### src/dqb_pkg.sv
// ----------------------------------------------------------------------------
// dqb_pkg
// Shared types and constants of the DNS query builder: message byte codes,
// input operation codes, register indexes and the front-to-back command.
// ----------------------------------------------------------------------------
package dqb_pkg;

   // Default label length limit and width of the label length field
   localparam int LABEL_MAX_DEF = 32;
   localparam int LEN_W         = 6;

   // Command queue depth between front and back
   localparam int FIFO_DEPTH = 4;

   // Byte sequencer step counter
   localparam int STEP_W     = 4;
   localparam int HDR_BYTES  = 12;
   localparam int TAIL_BYTES = 5;

   // Input operation codes
   localparam logic OP_CHAR = 1'b0;
   localparam logic OP_END  = 1'b1;

   localparam logic [7:0] DOT_CHAR = 8'h2E;

   // Fixed message bytes
   localparam logic [7:0] FLAGS_HI    = 8'h01;
   localparam logic [7:0] QDCOUNT_LO  = 8'h01;
   localparam logic [7:0] CLASS_IN_LO = 8'h01;
   localparam logic [7:0] ZERO_BYTE   = 8'h00;

   // Configuration registers
   localparam int CSR_IDX_W  = 1;
   localparam int CSR_DATA_W = 16;
   localparam logic [CSR_IDX_W-1:0] CSR_QUERY_ID   = 1'd0;
   localparam logic [CSR_IDX_W-1:0] CSR_QUERY_TYPE = 1'd1;
   localparam logic [15:0] QUERY_ID_RST   = 16'h474C;
   localparam logic [7:0]  QUERY_TYPE_RST = 8'h01;

   // One command per item that produces bytes
   typedef struct packed {
      logic             hdr;   // emit the 12-byte header first
      logic [LEN_W-1:0] len;   // label length to flush, zero for none
      logic             tail;  // emit root, type and class
      logic             ovf;   // label overflow flag to report
   } cmd_type;

endpackage

### src/dqb_front.sv
// ----------------------------------------------------------------------------
// dqb_front
// Accepts name items, buffers label characters into the back's label store
// and queues one command per item that produces message bytes.
// ----------------------------------------------------------------------------
module dqb_front #(
   parameter int LABEL_MAX = dqb_pkg::LABEL_MAX_DEF,
   parameter int IDX_W     = (LABEL_MAX > 1) ? $clog2(LABEL_MAX) : 1
) (
   input  logic             clock,
   input  logic             reset,
   input  logic             req_valid,
   output logic             req_stall,
   input  logic             req_operation,
   input  logic [7:0]       req_name_char,
   output logic             push,
   output dqb_pkg::cmd_type cmd,
   input  logic             fifo_full,
   input  logic             flush_done,
   output logic             wr_en,
   output logic [IDX_W-1:0] wr_addr,
   output logic [7:0]       wr_data
);
   import dqb_pkg::*;

   localparam int CNT_W = $clog2(LABEL_MAX + 1);

   logic             header_sent_ff, header_sent_in;
   logic [CNT_W-1:0] label_count_ff, label_count_in;
   logic             overflow_ff, overflow_in;
   logic             busy_ff, busy_in;

   logic is_end, is_dot, has_room, need_write, accept;

   assign is_end     = (req_operation == OP_END);
   assign is_dot     = (req_operation == OP_CHAR) && (req_name_char == DOT_CHAR);
   assign has_room   = (label_count_ff < CNT_W'(LABEL_MAX));
   assign need_write = (req_operation == OP_CHAR) && !is_dot && has_room;

   // hold characters back while the back still reads the previous label, and hold every item while the queue is full
   assign req_stall = fifo_full || (busy_ff && need_write);
   assign accept    = req_valid && !req_stall;

   assign wr_en   = accept && need_write;
   assign wr_addr = label_count_ff[IDX_W-1:0];
   assign wr_data = req_name_char;

   always_comb begin
      cmd.hdr  = !header_sent_ff;
      cmd.len  = (is_end || is_dot) ? LEN_W'(label_count_ff) : '0;
      cmd.tail = is_end;
      cmd.ovf  = overflow_ff;
   end

   assign push = accept && (cmd.hdr || cmd.tail || (cmd.len != '0));

   always_comb begin
      header_sent_in = header_sent_ff;
      label_count_in = label_count_ff;
      overflow_in    = overflow_ff;
      busy_in        = busy_ff && !flush_done;
      if (accept) begin
         header_sent_in = !is_end;
         if (is_end || is_dot) begin
            label_count_in = '0;
         end else if (has_room) begin
            label_count_in = label_count_ff + CNT_W'(1);
         end
         if (is_end) begin
            overflow_in = 1'b0;
         end else if (!is_dot && !has_room) begin
            overflow_in = 1'b1;
         end
         if (push && (cmd.len != '0)) begin
            busy_in = 1'b1;
         end
      end
   end

   always_ff @(posedge clock) begin
      if (reset) begin
         header_sent_ff <= 1'b0;
         label_count_ff <= '0;
         overflow_ff    <= 1'b0;
         busy_ff        <= 1'b0;
      end else begin
         header_sent_ff <= header_sent_in;
         label_count_ff <= label_count_in;
         overflow_ff    <= overflow_in;
         busy_ff        <= busy_in;
      end
   end

   a_no_write_while_busy : assert property (@(posedge clock) disable iff (reset)
      wr_en |-> !busy_ff)
      else $error("label store written while a flush is still reading it");

   a_count_bounded : assert property (@(posedge clock) disable iff (reset)
      label_count_ff <= CNT_W'(LABEL_MAX))
      else $error("label count beyond label limit");

endmodule

### src/dqb_cmd_fifo.sv
// ----------------------------------------------------------------------------
// dqb_cmd_fifo
// Short command queue that decouples the front from the byte sequencer.
// ----------------------------------------------------------------------------
module dqb_cmd_fifo (
   input  logic             clock,
   input  logic             reset,
   input  logic             push,
   input  dqb_pkg::cmd_type cmd_in,
   input  logic             pop,
   output dqb_pkg::cmd_type head,
   output logic             full,
   output logic             empty
);
   import dqb_pkg::*;

   localparam int PTR_W = $clog2(FIFO_DEPTH);
   localparam int CNT_W = $clog2(FIFO_DEPTH + 1);

   cmd_type          slot_ff [FIFO_DEPTH];
   logic [PTR_W-1:0] wr_ptr_ff, rd_ptr_ff;
   logic [CNT_W-1:0] count_ff, count_in;

   assign full  = (count_ff == CNT_W'(FIFO_DEPTH));
   assign empty = (count_ff == '0);
   assign head  = slot_ff[rd_ptr_ff];

   always_comb begin
      count_in = count_ff;
      if (push && !pop) begin
         count_in = count_ff + CNT_W'(1);
      end else if (pop && !push) begin
         count_in = count_ff - CNT_W'(1);
      end
   end

   always_ff @(posedge clock) begin
      if (push) begin
         slot_ff[wr_ptr_ff] <= cmd_in;
      end
   end

   always_ff @(posedge clock) begin
      if (reset) begin
         wr_ptr_ff <= '0;
         rd_ptr_ff <= '0;
         count_ff  <= '0;
      end else begin
         if (push) begin
            wr_ptr_ff <= wr_ptr_ff + PTR_W'(1);
         end
         if (pop) begin
            rd_ptr_ff <= rd_ptr_ff + PTR_W'(1);
         end
         count_ff <= count_in;
      end
   end

   a_no_overrun : assert property (@(posedge clock) disable iff (reset)
      (push |-> !full) and (pop |-> !empty))
      else $error("command queue overrun or underrun");

endmodule

### src/dqb_back.sv
// ----------------------------------------------------------------------------
// dqb_back
// Byte sequencer: runs one command at a time, emitting header, label and
// tail bytes through a registered output stage. Holds the label store.
// ----------------------------------------------------------------------------
module dqb_back #(
   parameter int LABEL_MAX = dqb_pkg::LABEL_MAX_DEF,
   parameter int IDX_W     = (LABEL_MAX > 1) ? $clog2(LABEL_MAX) : 1
) (
   input  logic             clock,
   input  logic             reset,
   input  logic             fifo_empty,
   input  dqb_pkg::cmd_type fifo_head,
   output logic             pop,
   output logic             flush_done,
   input  logic             wr_en,
   input  logic [IDX_W-1:0] wr_addr,
   input  logic [7:0]       wr_data,
   input  logic [15:0]      query_id,
   input  logic [7:0]       query_type,
   output logic             rsp_valid,
   input  logic             rsp_stall,
   output logic [7:0]       rsp_out_byte,
   output logic             rsp_last,
   output logic             rsp_label_overflow
);
   import dqb_pkg::*;

   typedef enum logic [5:0] {
      ST_IDLE = 6'b000001,
      ST_HDR  = 6'b000010,
      ST_LEN  = 6'b000100,
      ST_LRD  = 6'b001000,
      ST_LCH  = 6'b010000,
      ST_TAIL = 6'b100000
   } bk_state_type;

   bk_state_type      state_ff, state_in;
   cmd_type           cmd_ff, cmd_in;
   logic [STEP_W-1:0] step_ff, step_in;
   logic [IDX_W-1:0]  idx_ff, idx_in;

   logic       valid_ff, valid_in;
   logic [7:0] byte_ff, byte_in;
   logic       last_ff, last_in;
   logic       ovf_ff, ovf_in;

   logic [7:0] store_mem [LABEL_MAX];
   logic [7:0] rd_data_ff;

   logic       adv, idx_last, hdr_last, tail_last;
   logic [7:0] hdr_byte, tail_byte;

   // label store: one write port from the front, one registered read port
   always_ff @(posedge clock) begin
      if (wr_en) begin
         store_mem[wr_addr] <= wr_data;
      end
      rd_data_ff <= store_mem[idx_ff];
   end

   assign adv       = !valid_ff || !rsp_stall;
   assign idx_last  = ((LEN_W'(idx_ff) + LEN_W'(1)) == cmd_ff.len);
   assign hdr_last  = (step_ff == STEP_W'(HDR_BYTES - 1));
   assign tail_last = (step_ff == STEP_W'(TAIL_BYTES - 1));

   always_comb begin
      case (step_ff)
         4'd0:    hdr_byte = query_id[15:8];
         4'd1:    hdr_byte = query_id[7:0];
         4'd2:    hdr_byte = FLAGS_HI;
         4'd5:    hdr_byte = QDCOUNT_LO;
         default: hdr_byte = ZERO_BYTE;
      endcase
   end

   always_comb begin
      case (step_ff)
         4'd2:    tail_byte = query_type;
         4'd4:    tail_byte = CLASS_IN_LO;
         default: tail_byte = ZERO_BYTE;
      endcase
   end

   always_comb begin
      state_in   = state_ff;
      cmd_in     = cmd_ff;
      step_in    = step_ff;
      idx_in     = idx_ff;
      pop        = 1'b0;
      flush_done = 1'b0;
      valid_in   = valid_ff && rsp_stall;
      byte_in    = byte_ff;
      last_in    = last_ff;
      ovf_in     = ovf_ff;
      case (state_ff)
         ST_IDLE: begin
            if (!fifo_empty) begin
               pop     = 1'b1;
               cmd_in  = fifo_head;
               step_in = '0;
               if (fifo_head.hdr) begin
                  state_in = ST_HDR;
               end else if (fifo_head.len != '0) begin
                  state_in = ST_LEN;
               end else if (fifo_head.tail) begin
                  state_in = ST_TAIL;
               end
            end
         end
         ST_HDR: begin
            if (adv) begin
               valid_in = 1'b1;
               byte_in  = hdr_byte;
               last_in  = 1'b0;
               ovf_in   = cmd_ff.ovf;
               if (hdr_last) begin
                  step_in = '0;
                  if (cmd_ff.len != '0) begin
                     state_in = ST_LEN;
                  end else if (cmd_ff.tail) begin
                     state_in = ST_TAIL;
                  end else begin
                     state_in = ST_IDLE;
                  end
               end else begin
                  step_in = step_ff + STEP_W'(1);
               end
            end
         end
         ST_LEN: begin
            if (adv) begin
               valid_in = 1'b1;
               byte_in  = 8'(cmd_ff.len);
               last_in  = 1'b0;
               ovf_in   = cmd_ff.ovf;
               idx_in   = '0;
               state_in = ST_LRD;
            end
         end
         ST_LRD: begin
            state_in = ST_LCH;
         end
         ST_LCH: begin
            if (adv) begin
               valid_in = 1'b1;
               byte_in  = rd_data_ff;
               last_in  = 1'b0;
               ovf_in   = cmd_ff.ovf;
               if (idx_last) begin
                  flush_done = 1'b1;
                  idx_in     = '0;
                  state_in   = cmd_ff.tail ? ST_TAIL : ST_IDLE;
               end else begin
                  idx_in   = idx_ff + IDX_W'(1);
                  state_in = ST_LRD;
               end
            end
         end
         ST_TAIL: begin
            if (adv) begin
               valid_in = 1'b1;
               byte_in  = tail_byte;
               last_in  = tail_last;
               ovf_in   = cmd_ff.ovf;
               if (tail_last) begin
                  step_in  = '0;
                  state_in = ST_IDLE;
               end else begin
                  step_in = step_ff + STEP_W'(1);
               end
            end
         end
         default: begin
            state_in = ST_IDLE;
         end
      endcase
   end

   always_ff @(posedge clock) begin
      cmd_ff  <= cmd_in;
      byte_ff <= byte_in;
      last_ff <= last_in;
      ovf_ff  <= ovf_in;
   end

   always_ff @(posedge clock) begin
      if (reset) begin
         state_ff <= ST_IDLE;
         step_ff  <= '0;
         idx_ff   <= '0;
         valid_ff <= 1'b0;
      end else begin
         state_ff <= state_in;
         step_ff  <= step_in;
         idx_ff   <= idx_in;
         valid_ff <= valid_in;
      end
   end

   assign rsp_valid          = valid_ff;
   assign rsp_out_byte       = byte_ff;
   assign rsp_last           = last_ff;
   assign rsp_label_overflow = ovf_ff;

   a_last_is_class : assert property (@(posedge clock) disable iff (reset)
      (valid_ff && last_ff) |-> (byte_ff == CLASS_IN_LO))
      else $error("final byte is not the class low byte");

   a_len_nonzero : assert property (@(posedge clock) disable iff (reset)
      (state_ff == ST_LEN) |-> (cmd_ff.len != '0))
      else $error("empty label reached the length byte");

endmodule

### src/dns_query_builder_top.sv
// ----------------------------------------------------------------------------
// dns_query_builder_top
// DNS query builder: turns a dotted domain name into a query message.
//
// Usage: send the name one character per req item (req_operation = char),
// then one end item (req_operation = end, req_name_char ignored). The rsp
// channel returns the message one byte per item: the 12-byte header with
// csr query ID, the labels as length byte plus characters, then the root
// byte, query type and class IN; rsp_last marks the final byte and
// rsp_label_overflow reports a label cut at LABEL_MAX within this name.
// Header, length and tail bytes leave one per cycle while rsp_stall is low;
// each label character passes through a read state (ST_LRD) and then an
// output state (ST_LCH), set by the registered read of the label store.
// Characters are stored one per cycle while req_stall is low; a new label's
// characters are held off (req_stall) until the previous label has been read
// out of the store; every item is held off while the command queue is full.
// Reset clears all control state and loads the register defaults; the label
// store needs no clearing. While rsp_valid and rsp_stall are high the output
// byte holds and the sequencer waits; the command queue keeps input running.
// ----------------------------------------------------------------------------
module dns_query_builder_top #(
   parameter int LABEL_MAX = dqb_pkg::LABEL_MAX_DEF
) (
   input  logic                            clock,
   input  logic                            reset,
   input  logic                            req_valid,
   output logic                            req_stall,
   input  logic                            req_operation,
   input  logic [7:0]                      req_name_char,
   output logic                            rsp_valid,
   input  logic                            rsp_stall,
   output logic [7:0]                      rsp_out_byte,
   output logic                            rsp_last,
   output logic                            rsp_label_overflow,
   input  logic                            csr_wr_en,
   input  logic [dqb_pkg::CSR_IDX_W-1:0]   csr_index,
   input  logic [dqb_pkg::CSR_DATA_W-1:0]  csr_wr_data
);
   import dqb_pkg::*;

   localparam int IDX_W = (LABEL_MAX > 1) ? $clog2(LABEL_MAX) : 1;

   logic [15:0] query_id_ff;
   logic [7:0]  query_type_ff;

   logic             push, pop, fifo_full, fifo_empty, flush_done;
   cmd_type          front_cmd, fifo_head;
   logic             wr_en;
   logic [IDX_W-1:0] wr_addr;
   logic [7:0]       wr_data;

   // configuration registers: written only while idle by user; not enforced
   always_ff @(posedge clock) begin
      if (reset) begin
         query_id_ff   <= QUERY_ID_RST;
         query_type_ff <= QUERY_TYPE_RST;
      end else if (csr_wr_en) begin
         case (csr_index)
            CSR_QUERY_ID:   query_id_ff   <= csr_wr_data;
            CSR_QUERY_TYPE: query_type_ff <= csr_wr_data[7:0];
            default: ;
         endcase
      end
   end

   // front: classify items, buffer label characters, queue commands
   dqb_front #(
      .LABEL_MAX (LABEL_MAX),
      .IDX_W     (IDX_W)
   ) u_front (
      .clock         (clock),
      .reset         (reset),
      .req_valid     (req_valid),
      .req_stall     (req_stall),
      .req_operation (req_operation),
      .req_name_char (req_name_char),
      .push          (push),
      .cmd           (front_cmd),
      .fifo_full     (fifo_full),
      .flush_done    (flush_done),
      .wr_en         (wr_en),
      .wr_addr       (wr_addr),
      .wr_data       (wr_data)
   );

   // queue: lets the front run ahead of the byte sequencer
   dqb_cmd_fifo u_fifo (
      .clock  (clock),
      .reset  (reset),
      .push   (push),
      .cmd_in (front_cmd),
      .pop    (pop),
      .head   (fifo_head),
      .full   (fifo_full),
      .empty  (fifo_empty)
   );

   // back: advance through header, labels and tail one byte at a time
   dqb_back #(
      .LABEL_MAX (LABEL_MAX),
      .IDX_W     (IDX_W)
   ) u_back (
      .clock              (clock),
      .reset              (reset),
      .fifo_empty         (fifo_empty),
      .fifo_head          (fifo_head),
      .pop                (pop),
      .flush_done         (flush_done),
      .wr_en              (wr_en),
      .wr_addr            (wr_addr),
      .wr_data            (wr_data),
      .query_id           (query_id_ff),
      .query_type         (query_type_ff),
      .rsp_valid          (rsp_valid),
      .rsp_stall          (rsp_stall),
      .rsp_out_byte       (rsp_out_byte),
      .rsp_last           (rsp_last),
      .rsp_label_overflow (rsp_label_overflow)
   );

endmodule
### config.mk
export PLATFORM = sky130hd
export DESIGN_NAME = dns_query_builder_top
export DESIGN_NICKNAME = d
export VERILOG_FILES = /design/src/dqb_pkg.sv /design/src/dqb_front.sv /design/src/dqb_cmd_fifo.sv /design/src/dqb_back.sv /design/src/dns_query_builder_top.sv
export SDC_FILE = /design/constraint.sdc
export NUM_CORES = 1
export LEC_CHECK = 0
export BUFFER_PORTS_ARGS = -buffer_cell sky130_fd_sc_hd__clkbuf_2
export CORE_MARGIN = 3
export CORE_UTILIZATION = 35
export DETAILED_ROUTE_END_ITERATION = 7
export PLACE_DENSITY = 0.56
export SYNTH_ARGS = -nofsm -noshare
export SYNTH_HDL_FRONTEND = slang
export SYNTH_HIERARCHICAL = 1
export SYNTH_SLANG_ARGS = --single-unit
### constraint.sdc
create_clock -name clock -period 2.8 [get_ports clock]
set_clock_uncertainty 0.05 [all_clocks]
set_input_delay 0.42 -clock clock [delete_from_list [all_inputs] [get_ports clock]]
set_output_delay 0.42 -clock clock [all_outputs]
set_load 0.005 [all_outputs]
==> impl_results.rst <==
.. list-table::
   :header-rows: 1

   * - Metric
     - Value
   * - CTS root buf
     - clkbuf_16
   * - Cells after Synth
     - 930
   * - Highest cell delay on the worst timing path
     - approximately 0.64 ns
   * - Warning count from the yosys run
     - 6
   * - Part of the Yosys area used for sequential elements
     - 0.679
   * - Vert. Die Dim
     - roughly 220 um
   * - Met1 capacity usage during global routing
     - 0.208
   * - Number of violations of the max-capacitance limit
     - 0
   * - IO Count
     - 43
   * - Largest delay share family, worst path
     - simple AND/OR/NAND/NOR gates
   * - Dpl cells
     - ~1600
   * - Gr ovfl total
     - 0
   * - Worst endpoint required time
     - approximately 3.0 ns
   * - Post-layout minimum cycle time
     - 2.43 ns
   * - Remaining DRCs
     - 0
   * - Routability cong.
     - a little under 0.8
   * - Wire length of the first global-routing pass
     - 52200 um
   * - Share of layout cells above drive strength 1
     - 0.267
   * - Post-CTS clock slew at the launch and capture registers of the worst setup and hold paths
     - 0.06 ns
   * - Cell variety after synth
     - 81
   * - Die Area
     - about 0.047 sq mm
   * - Sum Neg Setup Slack
     - 0 ns
   * - Number of buffers added to fix hold violations after cts
     - 0
   * - Number of sinks handled by clock tree synthesis
     - approximately 380
   * - Busiest grt layer
     - met2
   * - Most common library cells after synthesis
     - edfxtp_1 (310), mux4_2 (86), nor2_1 (71), dfxtp_1 (66), nand2_1 (42)
   * - Total of endpoints with negative setup slack in the final report
     - 0
   * - Library cell with the largest summed area after synthesis
     - edfxtp_1
   * - Number of cells traversed by the worst register-to-register path
     - 6
   * - Maximum root-to-sink buffer count
     - 3
   * - Post-detailed-route count of antenna-violating nets
     - 0
   * - Cell at the slowest stage of the critical path
     - or3b_2
   * - Static leakage
     - roughly 5.9 nW
   * - Total of flip-flops plus latches after synthesis
     - around 380
   * - Crit path kind
     - flip-flop to flip-flop
   * - Final instance count without filler cells
     - ~1600
   * - Count of final hold-check violations
     - 0
   * - Netlist area before placement
     - ~0.016 sq mm
   * - DRC marker count from the first detailed-route iteration
     - between 700 and 800
   * - Number of buffers and inverters on the critical path
     - 1
   * - Vias in the first global route
     - about 8500
   * - RSZ-0062 raised after global routing
     - false
   * - Maximum vdd drop
     - about 0.55 mV
   * - Clock tree from TritonCTS
     - yes
   * - Drt wl/cell
     - around 21 um
   * - Overall Global Routing Usage
     - 0.145
   * - Origin of the critical flop-to-flop path
     - u_fifo/count_ff[0]
   * - Clock latency reported for the late side of the worst-skew pair
     - around 0.53 ns
   * - Maximum frequency from static timing analysis
     - 0.411 GHz
   * - Net count of the finished layout
     - roughly 1100
   * - Number of cell rows
     - 76
   * - Largest cells by area after synthesis
     - edfxtp_1 (59%), mux4_2 (12%), dfxtp_1 (8.4%), nor2_1 (1.7%), mux2i_1 (1.1%)
   * - Transition time at the pin with the least slew margin
     - a little over 0.6 ns
   * - Sequence of cells on the critical path
     - nor3b_1 -> nor2b_1 -> and3_1 -> or3b_2 -> nor2_1 -> buf_4
   * - Total length of routed wires
     - 33900 um
   * - Highest net fanout along the worst path
     - 8
   * - Non-Filler Cell Area, Final
     - 0.0180 sq mm
   * - Number of gates resized after cts
     - 0
   * - P&R area growth vs syn
     - 15.1%
   * - Most frequent cell after synthesis
     - edfxtp_1
   * - Pwr per Cell Area
     - ~730 mW/mm^2
   * - Post-detailed-route via-to-cell ratio
     - approximately 5.2
   * - End-of-flow core utilization
     - 0.413
   * - Final period util
     - 0.869
   * - HPWL after DPL
     - about 22000 um
   * - Met2 layer usage reported by global route
     - 0.231
   * - Maximum level of the CTS H-tree
     - 2
   * - Placement Cell Area
     - between 0.015 and 0.02 sq mm
   * - R2r endpoint
     - u_back/store_mem[20][0]
   * - Type of the most critical hold path
     - input pin to flip-flop
   * - Setup slack of the most critical reg-to-reg path
     - 0.37 ns
   * - Num CTS Buffers
     - 40
   * - First-pass iteration count of the detailed router
     - 5
   * - Sort of element at the end of the critical path
     - flip-flop
   * - Post-synthesis average cell area
     - roughly 17 sq um
   * - Hold Path End
     - query_id_ff[15]
   * - Worst hold slack
     - approximately 0.10 ns
   * - Overall die width
     - around 220 um
   * - Antenna violations before repair
     - 0
   * - Synth top area share
     - 0.595
   * - Port Buf Inserts
     - 42
   * - Share of flip-flops with an asynchronous set or reset after synthesis
     - 0
   * - Setup crit start kind
     - flip-flop
   * - Hold Startpoint
     - csr_wr_data[15]
   * - Core outline area
     - between 0.04 and 0.05 sq mm
   * - Filler cell count
     - 3933
   * - Main synth FF type
     - edfxtp_1
   * - Count of cells along the worst hold path
     - 3
   * - Outcome
     - finished clean
   * - Effective utilization at floorplan
     - 0.359
   * - Final Slew Violations
     - 0
   * - Setup Buffers After CTS
     - 0
   * - # diodes
     - 0
   * - Global-route track usage on met3
     - 0.0254
   * - Number of flops mapped to enable cells by yosys
     - 310
   * - Total number of vias
     - between 8000 and 9000
   * - Pin count of the biggest net entering global routing
     - 50
   * - Post-Syn Nets
     - approximately 970
   * - Worst path arrival time
     - roughly 2.6 ns
   * - Remaining max-slew budget at the tightest pin
     - 0.593
state kept, by name, summed over array words and instances (netlist names), 3 cells and up, named ones only:
register	count
u_front/label_count_ff	6
u_back/state_ff	6
query_type_ff	8
u_fifo/count_ff	3
u_back/rd_data_ff	8
u_back/idx_ff	5
u_back/step_ff	4
u_back/cmd_ff	8
query_id_ff	16
u_back/store_mem	256
u_back/rsp_out_byte	8
u_fifo/slot_ff	36
cell type report:
type / instances / area, sq um / share of cell area
clock buffers: 51 / 1070 / 0.0596
multi-input cells: 477 / 4560 / 0.253
flip-flops and latches: 376 / 10600 / 0.590
well taps: 585 / 732 / 0.0406
clock inverters: 19 / 141 / 0.00785
repair buffers: 117 / 823 / 0.0457
inverters: 13 / 48.8 / 0.00271
placed cells by master (no fill, tap or decap), drive strengths merged, types with 7 or more instances in the layout:
| cell | n |
|---|---|
| ha | 11 |
| nand2b | 19 |
| nand2 | 43 |
| buf | 75 |
| clkbuf | 93 |
| nand3b | 9 |
| mux2i | 17 |
| nand3 | 15 |
| edfxtp | 310 |
| a221oi | 9 |
| dfxtp | 66 |
| xnor2 | 8 |
| nand4 | 9 |
| nor2b | 10 |
| and2 | 7 |
| nor2 | 72 |
| inv | 14 |
| mux4 | 89 |
| a21oi | 31 |
| o21ai | 24 |
| nor3 | 10 |
| clkinv | 16 |
metrics by stage:
step	power, mW	worst slack, ns
global route	13.8	0.186
CTS	13.3	0.353
global placement	8.35	0.114
floorplan	7.84	0.0932
finish	13.2	0.367
detailed placement	8.36	0.0854
worst min-delay path, stage by stage:
cell and delay [ns]:
clkbuf_2 0.08, nand4bb_1 0.08, o21ai_1 0.05
worst max-delay path by stage:
stage / from / to / depth (start not counted)
6_report: u_fifo/count_ff[0] / u_back/store_mem[20][0] / 6
5_1_grt: flip-flop / u_back/state_ff[0] / 7
4_1_cts: u_fifo/count_ff[0] / u_back/store_mem[20][0] / 6
3_5_place_dp: req_name_char[4] / u_fifo/count_ff[2] / 11
3_3_place_gp: req_name_char[4] / u_fifo/count_ff[2] / 11
2_1_floorplan: req_name_char[3] / u_back/store_mem[0][0] / 7
cell families after synthesis:
logic type                 Yosys count  synth area share
xor gates and xnor gates            16            0.0108
AOI/OAI and AO/OA                  104            0.0450
muxes                              106             0.140
and+or+nand+nor                    239            0.0856
buffers and inverters               77            0.0295
DFF                                376             0.679
adders and majority gates           12            0.0101
layer usage:
metal / up-vias / routed length (um) / part of all wire
li1: 3867 / - / -
met1: 4365 / 15500 / 0.46
met2: 209 / 16300 / 0.48
met3: 42 / 1610 / 0.048
met4: 0 / 551 / 0.016
met5: - / 0 / 0
where the power goes:
| part | leakage, nW | switching [mW] | total [mW] | internal, mW |
|---|---|---|---|---|
| registers | 3.35 | 0.216 | 6.62 | 6.40 |
| logic | 1.91 | 0.934 | 1.61 | 0.678 |
| clock network | 0.598 | 2.05 | 4.94 | 2.89 |
| total | 5.86 | 3.20 | 13.2 | 9.96 |
Power figures use the tool's default switching activity.
